[src/design/sfed_pkg.sv]
// Package with the frame decoder's types, command codes and status mapping.
`timescale 1ns / 1ps

package sfed_pkg;

    localparam int unsigned KEEP_BYTES = 6;
    localparam int unsigned KEEP_IDX_W = $clog2(KEEP_BYTES);

    localparam logic [7:0] START_BYTE_RESET  = 8'hAA;
    localparam logic [7:0] BOARD_INDEX_RESET = 8'h01;
    localparam logic [7:0] PRIZE_SERIAL_RESET = 8'hFF;

    localparam logic [7:0] CMD_QUERY   = 8'h01;
    localparam logic [7:0] CMD_SCORE   = 8'h03;
    localparam logic [7:0] CMD_ACCOUNT = 8'h04;
    localparam logic [7:0] CMD_END     = 8'hA2;
    localparam logic [7:0] CMD_PRIZE   = 8'h13;

    localparam logic [7:0] SCORE_WIN      = 8'h01;
    localparam logic [7:0] DEV_ERR_BASE   = 8'hE0;
    localparam logic [7:0] DEV_ERR_FIRST  = 8'hE1;
    localparam logic [7:0] DEV_ERR_LAST   = 8'hE8;

    typedef enum logic [1:0] {
        EV_PAY      = 2'd0,
        EV_GAME_END = 2'd1,
        EV_PRIZE    = 2'd2,
        EV_ACCOUNT  = 2'd3
    } event_t;

    typedef enum logic [1:0] {
        PH_HUNT = 2'd0,
        PH_LEN  = 2'd1,
        PH_BODY = 2'd2
    } phase_t;

    // Device error bytes 0xE1..0xE8 map to 1..8; anything else is normal.
    function automatic logic [3:0] map_status(input logic [7:0] b);
        logic [7:0] diff;
        diff = b - DEV_ERR_BASE;
        if (b inside {[DEV_ERR_FIRST:DEV_ERR_LAST]})
            return diff[3:0];
        return 4'd0;
    endfunction

endpackage

[src/design/serial_frame_event_decoder.sv]
// Top level of the serial frame event decoder.
`timescale 1ns / 1ps
// A taken byte is registered in the input register, then decoded into the result register
// once that register can take it, and a frame's result is shown from there.
// Throughput: one byte per cycle; the result register, when stalled, is the only backpressure.
// Reset (rst_n, asynchronous, active low) puts the parser into start-byte hunting, sets the
// start byte to 0xAA, the board index to 1, forgets any prize serial and empties both stages.
module serial_frame_event_decoder (
    input  logic                    clk,
    input  logic                    rst_n,
    // configuration write channel
    input  logic                    cfg_valid,
    output logic                    cfg_ready,
    input  logic [7:0]              cfg_data,
    // received byte channel
    input  logic                    in_valid,
    output logic                    in_stall,
    input  logic [7:0]              rx_byte,
    // event channel
    output logic                    out_valid,
    input  logic                    out_stall,
    output logic [1:0]              event_res,
    output logic                    success,
    output logic [3:0]              device_status,
    output logic [7:0]              board_id
);
    import sfed_pkg::*;

    // Start byte reg, writes always taken; user must only write while block is idle, unenforced.
    logic [7:0] start_byte_reg;

    assign cfg_ready = 1'b1;

    always_ff @(posedge clk or negedge rst_n)
    begin
        if (!rst_n)
            start_byte_reg <= START_BYTE_RESET;
        else if (cfg_valid && cfg_ready)
            start_byte_reg <= cfg_data;
    end

    // Input register. A byte is decoded once the result register can take whatever the byte
    // produces, which is whenever the result register is empty or being drained this cycle.
    logic       in_valid_reg;
    logic [7:0] in_byte_reg;
    logic       proc_en;
    logic       out_valid_reg;

    assign proc_en  = in_valid_reg && (!out_valid_reg || !out_stall);
    assign in_stall = in_valid_reg && !proc_en;

    always_ff @(posedge clk or negedge rst_n)
    begin
        if (!rst_n)
            in_valid_reg <= 1'b0;
        else if (!in_stall)
            in_valid_reg <= in_valid;
    end

    always_ff @(posedge clk)
    begin
        if (in_valid && !in_stall)
            in_byte_reg <= rx_byte;
    end

    // Parser state.
    phase_t     phase_reg, phase_next;
    logic [7:0] frame_length_reg, frame_length_next;
    logic [8:0] body_count_reg, body_count_next;
    logic [7:0] frame_bytes_reg [KEEP_BYTES];
    logic [7:0] frame_bytes_next [KEEP_BYTES];
    logic       prize_seen_reg, prize_seen_next;
    logic [7:0] last_prize_serial_reg, last_prize_serial_next;
    logic [7:0] board_index_reg, board_index_next;

    // Body byte bookkeeping. The incremented count reaches the length plus one, which is why it is
    // one bit wider than the length byte.
    logic [8:0] body_count_inc;
    logic [8:0] body_total;
    logic       frame_done;
    logic       start_hit;
    logic       keep_slot;

    assign body_count_inc = body_count_reg + 9'd1;
    assign body_total     = {1'b0, frame_length_reg} + 9'd1;
    assign frame_done     = (phase_reg == PH_BODY) && (body_count_inc >= body_total);
    assign start_hit      = (in_byte_reg == start_byte_reg);
    assign keep_slot      = (body_count_reg < 9'(KEEP_BYTES));

    // Frame positions 2..7 as they stand once the current body byte is included, so that
    // the dispatch on the final byte sees a complete frame.
    logic [7:0] frame_view [KEEP_BYTES];

    always_comb
    begin
        for (int i = 0; i < KEEP_BYTES; i++)
        begin
            if (body_count_reg == 9'(i))
                frame_view[i] = in_byte_reg;
            else
                frame_view[i] = frame_bytes_reg[i];
        end
    end

    // Next phase. An unused phase code behaves like hunting.
    always_comb
    begin
        phase_next = phase_reg;
        if (proc_en)
        begin
            case (phase_reg)
                PH_LEN:
                    phase_next = PH_BODY;
                PH_BODY:
                    phase_next = frame_done ? PH_HUNT : PH_BODY;
                default:
                    phase_next = start_hit ? PH_LEN : PH_HUNT;
            endcase
        end
    end

    // Data path and command dispatch.
    logic       res_load;
    event_t     res_event;
    logic       res_success;
    logic [3:0] res_status;
    logic       new_prize;

    assign new_prize = !prize_seen_reg || (last_prize_serial_reg != frame_view[2]);

    always_comb
    begin
        frame_length_next      = frame_length_reg;
        body_count_next        = body_count_reg;
        frame_bytes_next       = frame_bytes_reg;
        prize_seen_next        = prize_seen_reg;
        last_prize_serial_next = last_prize_serial_reg;
        board_index_next       = board_index_reg;
        res_load               = 1'b0;
        res_event              = EV_PAY;
        res_success            = 1'b0;
        res_status             = 4'd0;

        if (proc_en)
        begin
            case (phase_reg)
                PH_LEN:
                begin
                    frame_length_next = in_byte_reg;
                    body_count_next   = 9'd0;
                end
                PH_BODY:
                begin
                    if (keep_slot)
                        frame_bytes_next[body_count_reg[KEEP_IDX_W-1:0]] = in_byte_reg;
                    if (frame_done)
                    begin
                        body_count_next = 9'd0;
                        // The command byte sits at frame position 3.
                        case (frame_view[1])
                            CMD_QUERY:
                            begin
                                board_index_next = frame_view[0];
                                res_load         = 1'b1;
                                res_event        = EV_PAY;
                                res_success      = 1'b1;
                            end
                            CMD_SCORE:
                            begin
                                res_load    = 1'b1;
                                res_event   = EV_PAY;
                                res_success = (frame_view[2] == SCORE_WIN);
                            end
                            CMD_END:
                            begin
                                res_load    = 1'b1;
                                res_event   = EV_GAME_END;
                                res_success = 1'b1;
                            end
                            CMD_PRIZE:
                            begin
                                // A repeated serial number is a duplicate report and is dropped.
                                if (new_prize)
                                begin
                                    res_load               = 1'b1;
                                    res_event              = EV_PRIZE;
                                    res_success            = (frame_view[5] != 8'd0);
                                    res_status             = map_status(frame_view[3]);
                                    last_prize_serial_next = frame_view[2];
                                    prize_seen_next        = 1'b1;
                                end
                            end
                            CMD_ACCOUNT:
                            begin
                                res_load    = 1'b1;
                                res_event   = EV_ACCOUNT;
                                res_success = 1'b1;
                                res_status  = map_status(frame_view[2]);
                            end
                            default:
                            begin
                                res_load = 1'b0;
                            end
                        endcase
                    end
                    else
                    begin
                        body_count_next = body_count_inc;
                    end
                end
                default:
                begin
                    // Opening a frame clears the kept positions so that short frames read
                    // zero where they do not reach.
                    if (start_hit)
                    begin
                        for (int i = 0; i < KEEP_BYTES; i++)
                            frame_bytes_next[i] = 8'd0;
                        body_count_next = 9'd0;
                    end
                end
            endcase
        end
    end

    always_ff @(posedge clk or negedge rst_n)
    begin
        if (!rst_n)
        begin
            phase_reg             <= PH_HUNT;
            frame_length_reg      <= 8'd0;
            body_count_reg        <= 9'd0;
            prize_seen_reg        <= 1'b0;
            last_prize_serial_reg <= PRIZE_SERIAL_RESET;
            board_index_reg       <= BOARD_INDEX_RESET;
            for (int i = 0; i < KEEP_BYTES; i++)
                frame_bytes_reg[i] <= 8'd0;
        end
        else
        begin
            phase_reg             <= phase_next;
            frame_length_reg      <= frame_length_next;
            body_count_reg        <= body_count_next;
            prize_seen_reg        <= prize_seen_next;
            last_prize_serial_reg <= last_prize_serial_next;
            board_index_reg       <= board_index_next;
            frame_bytes_reg       <= frame_bytes_next;
        end
    end

    // Result register. It holds one event beat until the receiver stops stalling; a new
    // event can be loaded in the same cycle that the old one leaves.
    logic       out_valid_next;
    logic [1:0] event_res_reg;
    logic       success_reg;
    logic [3:0] device_status_reg;
    logic [7:0] board_id_reg;

    assign out_valid_next = res_load || (out_valid_reg && out_stall);

    always_ff @(posedge clk or negedge rst_n)
    begin
        if (!rst_n)
            out_valid_reg <= 1'b0;
        else
            out_valid_reg <= out_valid_next;
    end

    always_ff @(posedge clk)
    begin
        if (res_load)
        begin
            event_res_reg     <= res_event;
            success_reg       <= res_success;
            device_status_reg <= res_status;
            board_id_reg      <= board_index_next;
        end
    end

    assign out_valid     = out_valid_reg;
    assign event_res     = event_res_reg;
    assign success       = success_reg;
    assign device_status = device_status_reg;
    assign board_id      = board_id_reg;

`ifndef ASSERT_OFF
    // Input backpressure only ever comes from a full result register that is itself stalled.
    assert property (@(posedge clk) disable iff (!rst_n)
        in_stall |-> (out_valid_reg && out_stall))
        else $error("input stalled without a stalled result");

    // Inside a frame body the count never passes the number of bytes the length asks for.
    assert property (@(posedge clk) disable iff (!rst_n)
        (phase_reg == PH_BODY) |-> (body_count_reg <= {1'b0, frame_length_reg}))
        else $error("body count ran past the frame length");

    // The board index only changes together with a new event, so a waiting event always
    // carries the current index.
    assert property (@(posedge clk) disable iff (!rst_n)
        out_valid_reg |-> (board_id_reg == board_index_reg))
        else $error("waiting event disagrees with board index");

    // A prize event always leaves its serial number remembered.
    assert property (@(posedge clk) disable iff (!rst_n)
        (res_load && (res_event == EV_PRIZE)) |=> (prize_seen_reg
            && (last_prize_serial_reg == $past(frame_view[2]))))
        else $error("prize serial not recorded");
`endif

endmodule

[config.mk]
export PLATFORM = sky130hd
export DESIGN_NAME = serial_frame_event_decoder
export DESIGN_NICKNAME = d
export VERILOG_FILES = /design/src/design/sfed_pkg.sv /design/src/design/serial_frame_event_decoder.sv
export SDC_FILE = /design/constraint.sdc
export NUM_CORES = 1
export LEC_CHECK = 0
export BUFFER_PORTS_ARGS = -buffer_cell sky130_fd_sc_hd__buf_2
export CAP_MARGIN = 20
export CORE_MARGIN = 2
export CORE_UTILIZATION = 40
export CTS_CLUSTER_DIAMETER = 150
export DETAILED_ROUTE_END_ITERATION = 10
export SETUP_SLACK_MARGIN = 0.3
export SYNTH_ARGS = -nofsm -noshare
export SYNTH_HDL_FRONTEND = slang
export SYNTH_SLANG_ARGS = --single-unit
[constraint.sdc]
create_clock -name clk -period 4.8 [get_ports clk]
set_clock_uncertainty 0.15 [all_clocks]
set_input_delay 0.96 -clock clk [delete_from_list [all_inputs] [get_ports clk]]
set_output_delay 0.96 -clock clk [all_outputs]
set_load 0.02 [all_outputs]
* Word level (Yosys, flattened, before mapping) *
Cells that the tools add are included.

storage, ports and cells
  RAM bits = 0
  output and inout bits = 18
  bits in latches = 0
  register bits = 117
  logic and storage cells = 123
  memories = 0
  memory bits (read-only) = 0
  input port bits = 21

operators by class
  reduce and logical (&&, ||, !) cells = 27
  bitwise logic cells = 2
  $mul = 0
  shift-type cells = 0
  add/sub/neg operators = 4
  equality and inequality tests = 15
  muxes and demuxes = 47
  magnitude comparators = 8
  divide/modulo/power cells = 0

operators with widths
  cell                                                   number
  2-to-1 mux 48 bit                                      2
  case mux 48 bit (2 select lines)                       1
  2-to-1 mux 8 bit                                       10
  bitwise mux 48 bit                                     1
  demux 8 bit (select 3 bit)                             1
  2-to-1 mux 4 bit                                       5
  == test 9 x 2 -> 1 bit, second input constant          2
  2-to-1 mux 9 bit                                       2
  case mux 9 bit (2 select lines)                        1
  2-to-1 mux 1 bit                                       17
  == test 8 x 1 -> 1 bit, second input constant          2
  >= comparator 8 bit, second input constant             2
  less-or-equal comparator 8 bit, second input constant  2
  adder 8 x 1 -> 9 bit, second input constant            1
  adder 9 x 1 -> 9 bit, second input constant            1
  == test 9 x 1 -> 1 bit, second input constant          1
  == test 9 x 3 -> 1 bit, second input constant          1
  >= comparator 9 bit                                    1
  zero test 9 bit                                        1
  < comparator 9 x 3 -> 1 bit, second input constant     1
  == test 8 x 2 -> 1 bit, second input constant          1
  == test 8 x 3 -> 1 bit, second input constant          1
  == test 8 x 5 -> 1 bit, second input constant          1
  == test 8 bit                                          1
  other kinds (28)                                       44

* Logic depth before layout (Yosys ltp) *
  depth after elaboration = 13
  mapped depth = 12
  depth with buffers taken out = 11

* Worst setup path after synthesis *
Ideal clock, no wire load.

  kind = reg-to-reg
  start = register body_count_reg[2]
  end = register board_id_reg[0] (netlist: board_id[0]) (enable)
  path buffers = 2
  period minus slack after synthesis = 3.937 ns
  cell stages (with the launch flop) = 10
  path slack = 0.863 ns
  library setup time = 0.408 ns
  arrival = 3.380 ns
  data required time = 4.242 ns
  cells stage by stage = dfrtp_1 clkbuf_1 clkbuf_1 nand3_1 xnor2_1 ha_1 nand4_1 o311a_1 or3_1 o21ai_0

on the way
  cells in the longest elaborated chain, start to end = 9
  elaborated cells on any way between the ends = 20
  those cells by class = 1 x add/sub; 1 x order compare; 8 x eq/ne; 7 x mux; 3 x reduce/logical

ends and longest elaborated chain
  what                                                          RTL line                           source
  start, declared                                               serial_frame_event_decoder.sv:69   logic [8:0] body_count_reg, body_count_next;
  start signal, assigned                                        serial_frame_event_decoder.sv:243  body_count_reg <= body_count_next;
  branches (longest 6 deep; another with adder 9 x 1 -> 9 bit)  --
  2-to-1 mux 1 bit (*)                                          serial_frame_event_decoder.sv:156  if (frame_done)
  2-to-1 mux 1 bit (*)                                          serial_frame_event_decoder.sv:146  case (phase_reg)
  2-to-1 mux 1 bit (*)                                          serial_frame_event_decoder.sv:144  if (proc_en)
  named net res_load                                            serial_frame_event_decoder.sv:123  logic res_load;
  end signal, assigned                                          serial_frame_event_decoder.sv:276  board_id_reg <= board_index_next;
  end, declared                                                 serial_frame_event_decoder.sv:257  logic [7:0] board_id_reg;

Mark *: on every way through the listed nets, which the timed path passes.
A chain may end at the register's enable or synchronous reset.

* Final worst setup path *
  start = register body_count_reg[2]
  end = register board_id_reg[6] (netlist: board_id[6]) (data pin)

on the way
  cells in the longest elaborated chain, start to end = 7
  elaborated cells on any way between the ends = 12
  those cells by class = 1 x add/sub; 1 x order compare; 2 x eq/ne; 6 x mux; 2 x reduce/logical

ends and longest elaborated chain
  what                                                          RTL line                           source
  branches (longest 4 deep; another with adder 9 x 1 -> 9 bit)  --
  2-to-1 mux 8 bit (*)                                          serial_frame_event_decoder.sv:156
  2-to-1 mux 8 bit (*)                                          serial_frame_event_decoder.sv:146
  2-to-1 mux 8 bit (*)                                          serial_frame_event_decoder.sv:144
  named net board_index_next[6]                                 serial_frame_event_decoder.sv:74   logic [7:0] board_index_reg, board_index_next;

Marks and branches as above.

==> results_dict.tcl <==
set metrics [dict create \
    synthCells 591 \
    rows 45 \
    via_count 4780 \
    endpoint_kind "flop" \
    die_area_um2 16310 \
    p_leak_nw 2.859 \
    status "finished clean" \
    drt_first_pass_iters 7 \
    grt_max_degree 57 \
    path_cells "and3_1 -> nand3_1 -> xnor2_1 -> ha_1 -> nand4_1 -> o311a_1 -> nor3_1 -> buf_4 -> and3_1 -> mux2_2" \
    drt_wl_total_mm 15.74 \
    ir_drop_mv 0.1816 \
    cts_made_buffers 9 \
    grt_pass1_vias 4579 \
    drv_slew 0 \
    clk_pin_slew_ns 0.07 \
    wl_per_cell_um 19.70 \
    hp-class "reg2reg" \
    async_reset_ff_share_pct 78.90 \
    cts_setup_buffers 0 \
    startpoint_type "flop" \
    final_common_cell "dfrtp_1" \
    worstMarginPinSlew_ns 0.9318 \
    yosysWarnings 0 \
    final_cell_mix "73 x dfrtp_1, 67 x nand2_1, 54 x nand3_1" \
    cts_tree "done" \
    fin_crit_ns 3.723 \
    portBuffers 37 \
    pre_cts_ws_ns 0.9790 \
    clkLatencyLatePin_ns 0.36 \
    wl_met1_mm 7.432 \
    die_h_um 127.7 \
    final_critical_path_setup_slack_ns 1.077 \
    gp_congestion 0.8352 \
    tns_ns 0 \
    setup_viol 0 \
    antenna_found_initial 0 \
    nFillCells 1441 \
    synth-edff-count 23 \
    required_ns 4.76 \
    layout-drive-gt1-share_pct 21.11 \
    top_layer "met4" \
    grt_pass1_wl_mm 25.36 \
    slew_headroom_pct 36.10 \
    critPathKind "reg2reg" \
    die_w_um 127.7 \
    globalRoute.totalOverflow 0 \
    synthesis.area_um2 6123 \
    post-route-period-util_pct 77.57 \
    timing.critical_path.mode_cell "and3_1" \
    seq_area_frac_synth_pct 46.69 \
    fmax_mhz 268.6 \
    clock_path_buffers 2 \
    maxCapViolations 0 \
    wl_met2_mm 7.207 \
    ys.flop_type "dfrtp_1" \
    fin_hold_ws_ns 0.3535 \
    syn-num-nets 629 \
    htree_num_levels 3 \
    yosys_register_bits 109 \
    cp_slowest_cell "dfrtp_1" \
    cts.sinks 109 \
    max_stage_delay_ns 0.66 \
    finalHoldViolCount 0 \
    cts_resized 0 \
    ctsRootBufferMaster "clkbuf_16" \
    hold_buffers 0 \
    final_nets 644 \
    dr.first_iter.drc_count 379 \
    p_per_area_nw_per_um2 391.2 \
    ios 39 \
    crit_arrival_ns 3.68 \
    grt.total_usage_pct 20.07 \
    start_util_pct 40.58 \
    syn_avg_cell_area_um2 10.36 \
    dp_hpwl_mm 10.75 \
    wl_met3_um 759 \
    rsz0062_at_grt "false" \
    synth_cell_types 63 \
    post-route-drc-count 0 \
    worstPathMaxFanout 19 \
    area.growth.synth_to_final_pct 10.91 \
    postRouteAntennaNets 0 \
    largest_register_ffs 40 \
    via_per_inst 5.982 \
    design.core.area_um2 15090 \
    antennaDiodeCount 0 \
]
## critical path, delay by kind of cell (launching register included)
family / cells / cell delay, ns
AND/OR/NAND/NOR: 5 / 1.19
flip-flops: 1 / 0.66
multiplexers: 1 / 0.41
AO/OA/AOI/OAI: 1 / 0.39
adder cells (fa/ha/maj): 1 / 0.31
buffers and inverters: 1 / 0.20
XOR/XNOR: 1 / 0.16
## per-layer routing
metal / up-vias / GRT usage, %
met3: 30 / 3.548
met5: - / 0
met2: 121 / 31.08
met4: 0 / 7.240
met1: 2387 / 28.38
li1: 2242 / -
## per-stage QoR
stage / util [%] / instances / total power, mW / area [um2]
6_report: 45.01 / 799 / 2.657 / 6792
5_1_grt: 45.01 / 799 / 2.791 / 6792
4_1_cts: 45.01 / 799 / 2.665 / 6792
3_5_place_dp: 42.76 / 783 / 1.805 / 6452
3_3_place_gp: 42.76 / 783 / 1.778 / 6452
2_1_floorplan: - / 591 / 1.635 / 6123
## Yosys cell counts, types with 4 or more instances
| cell type | instances | area share [%] |
|---|---|---|
| dfrtp_1 | 73 | 30 |
| nand2_1 | 67 | 4.1 |
| nand3_1 | 54 | 4.4 |
| mux2_2 | 45 | 8.3 |
| o311ai_0 | 37 | 5.3 |
| clkbuf_1 | 32 | 2.0 |
| edfxtp_1 | 23 | 11 |
| ha_1 | 17 | 3.5 |
| inv_1 | 17 | 1.0 |
| nor2_1 | 15 | 0.92 |
| o21ai_0 | 15 | 1.2 |
| xnor2_1 | 15 | 2.1 |
| dfstp_2 | 13 | 5.6 |
| mux2i_1 | 13 | 2.1 |
| nand4_1 | 12 | 1.2 |
| xor2_1 | 12 | 1.7 |
| nor4_1 | 11 | 1.1 |
| nand2b_1 | 10 | 1.0 |
| and3_1 | 8 | 0.82 |
| buf_1 | 8 | 0.49 |
| o211ai_1 | 8 | 0.98 |
| a21oi_1 | 7 | 0.57 |
| nor2b_1 | 7 | 0.72 |
| nor3_1 | 6 | 0.49 |
| or3_1 | 5 | 0.51 |
| a22o_1 | 4 | 0.57 |
| nor4b_1 | 4 | 0.57 |
## cell families after synthesis
family | count (synthesis) | share of synthesized area, %
other cells | 1 | 0.06124
buf+inv | 59 | 3.698
xor+xnor | 27 | 3.862
simple gates | 219 | 18.92
mux | 58 | 10.40
fa+ha+maj | 17 | 3.474
compound gates | 101 | 12.89
flops | 109 | 46.69
## where the power goes
part / internal [mW] / leakage [nW] / switching (mW) / total (mW)
Sequential: 1.10 / 1.25 / 0.191 / 1.29
Clock: 0.508 / 0.169 / 0.351 / 0.860
Combinational: 0.233 / 1.44 / 0.272 / 0.505
Total: 1.84 / 2.86 / 0.814 / 2.66
## area by class of cell
type	count	area, um2	area share (%)
Clock inverter	7	113.9	1.676
Tap cell	188	235.2	3.464
Clock buffer	9	225.2	3.316
Inverter	17	63.81	0.9396
Timing Repair Buffer	46	255.2	3.758
Multi-Input combinational cell	423	3039	44.75
Sequential cell	109	2859	42.10
## worst paths after layout
| check | slack, ns | endpoint | start | cells after the start |
|---|---|---|---|---|
| worst max-delay path | 1.08 | board_id[6]$_DFFE_PP_ | body_count_reg[2]$_DFFE_PN0P_ | 10 |
| worst min-delay path | 0.35 | board_index_reg[7]$_DFF_PN0_ | board_index_reg[7]$_DFF_PN0_ | 1 |
| worst max register to register | 1.08 | board_id[6]$_DFFE_PP_ | body_count_reg[2]$_DFFE_PN0P_ | 10 |
| worst min register to register | 0.35 | board_index_reg[7]$_DFF_PN0_ | board_index_reg[7]$_DFF_PN0_ | 1 |
| max in group asynchronous | 3.03 | last_prize_serial_reg[7]$_DFFE_PN1P_ | rst_n | 2 |
| min in group asynchronous | 0.45 | start_byte_reg[4]$_DFFE_PN0P_ | rst_n | 1 |
No activity file was read; power rests on OpenSTA's default activity.
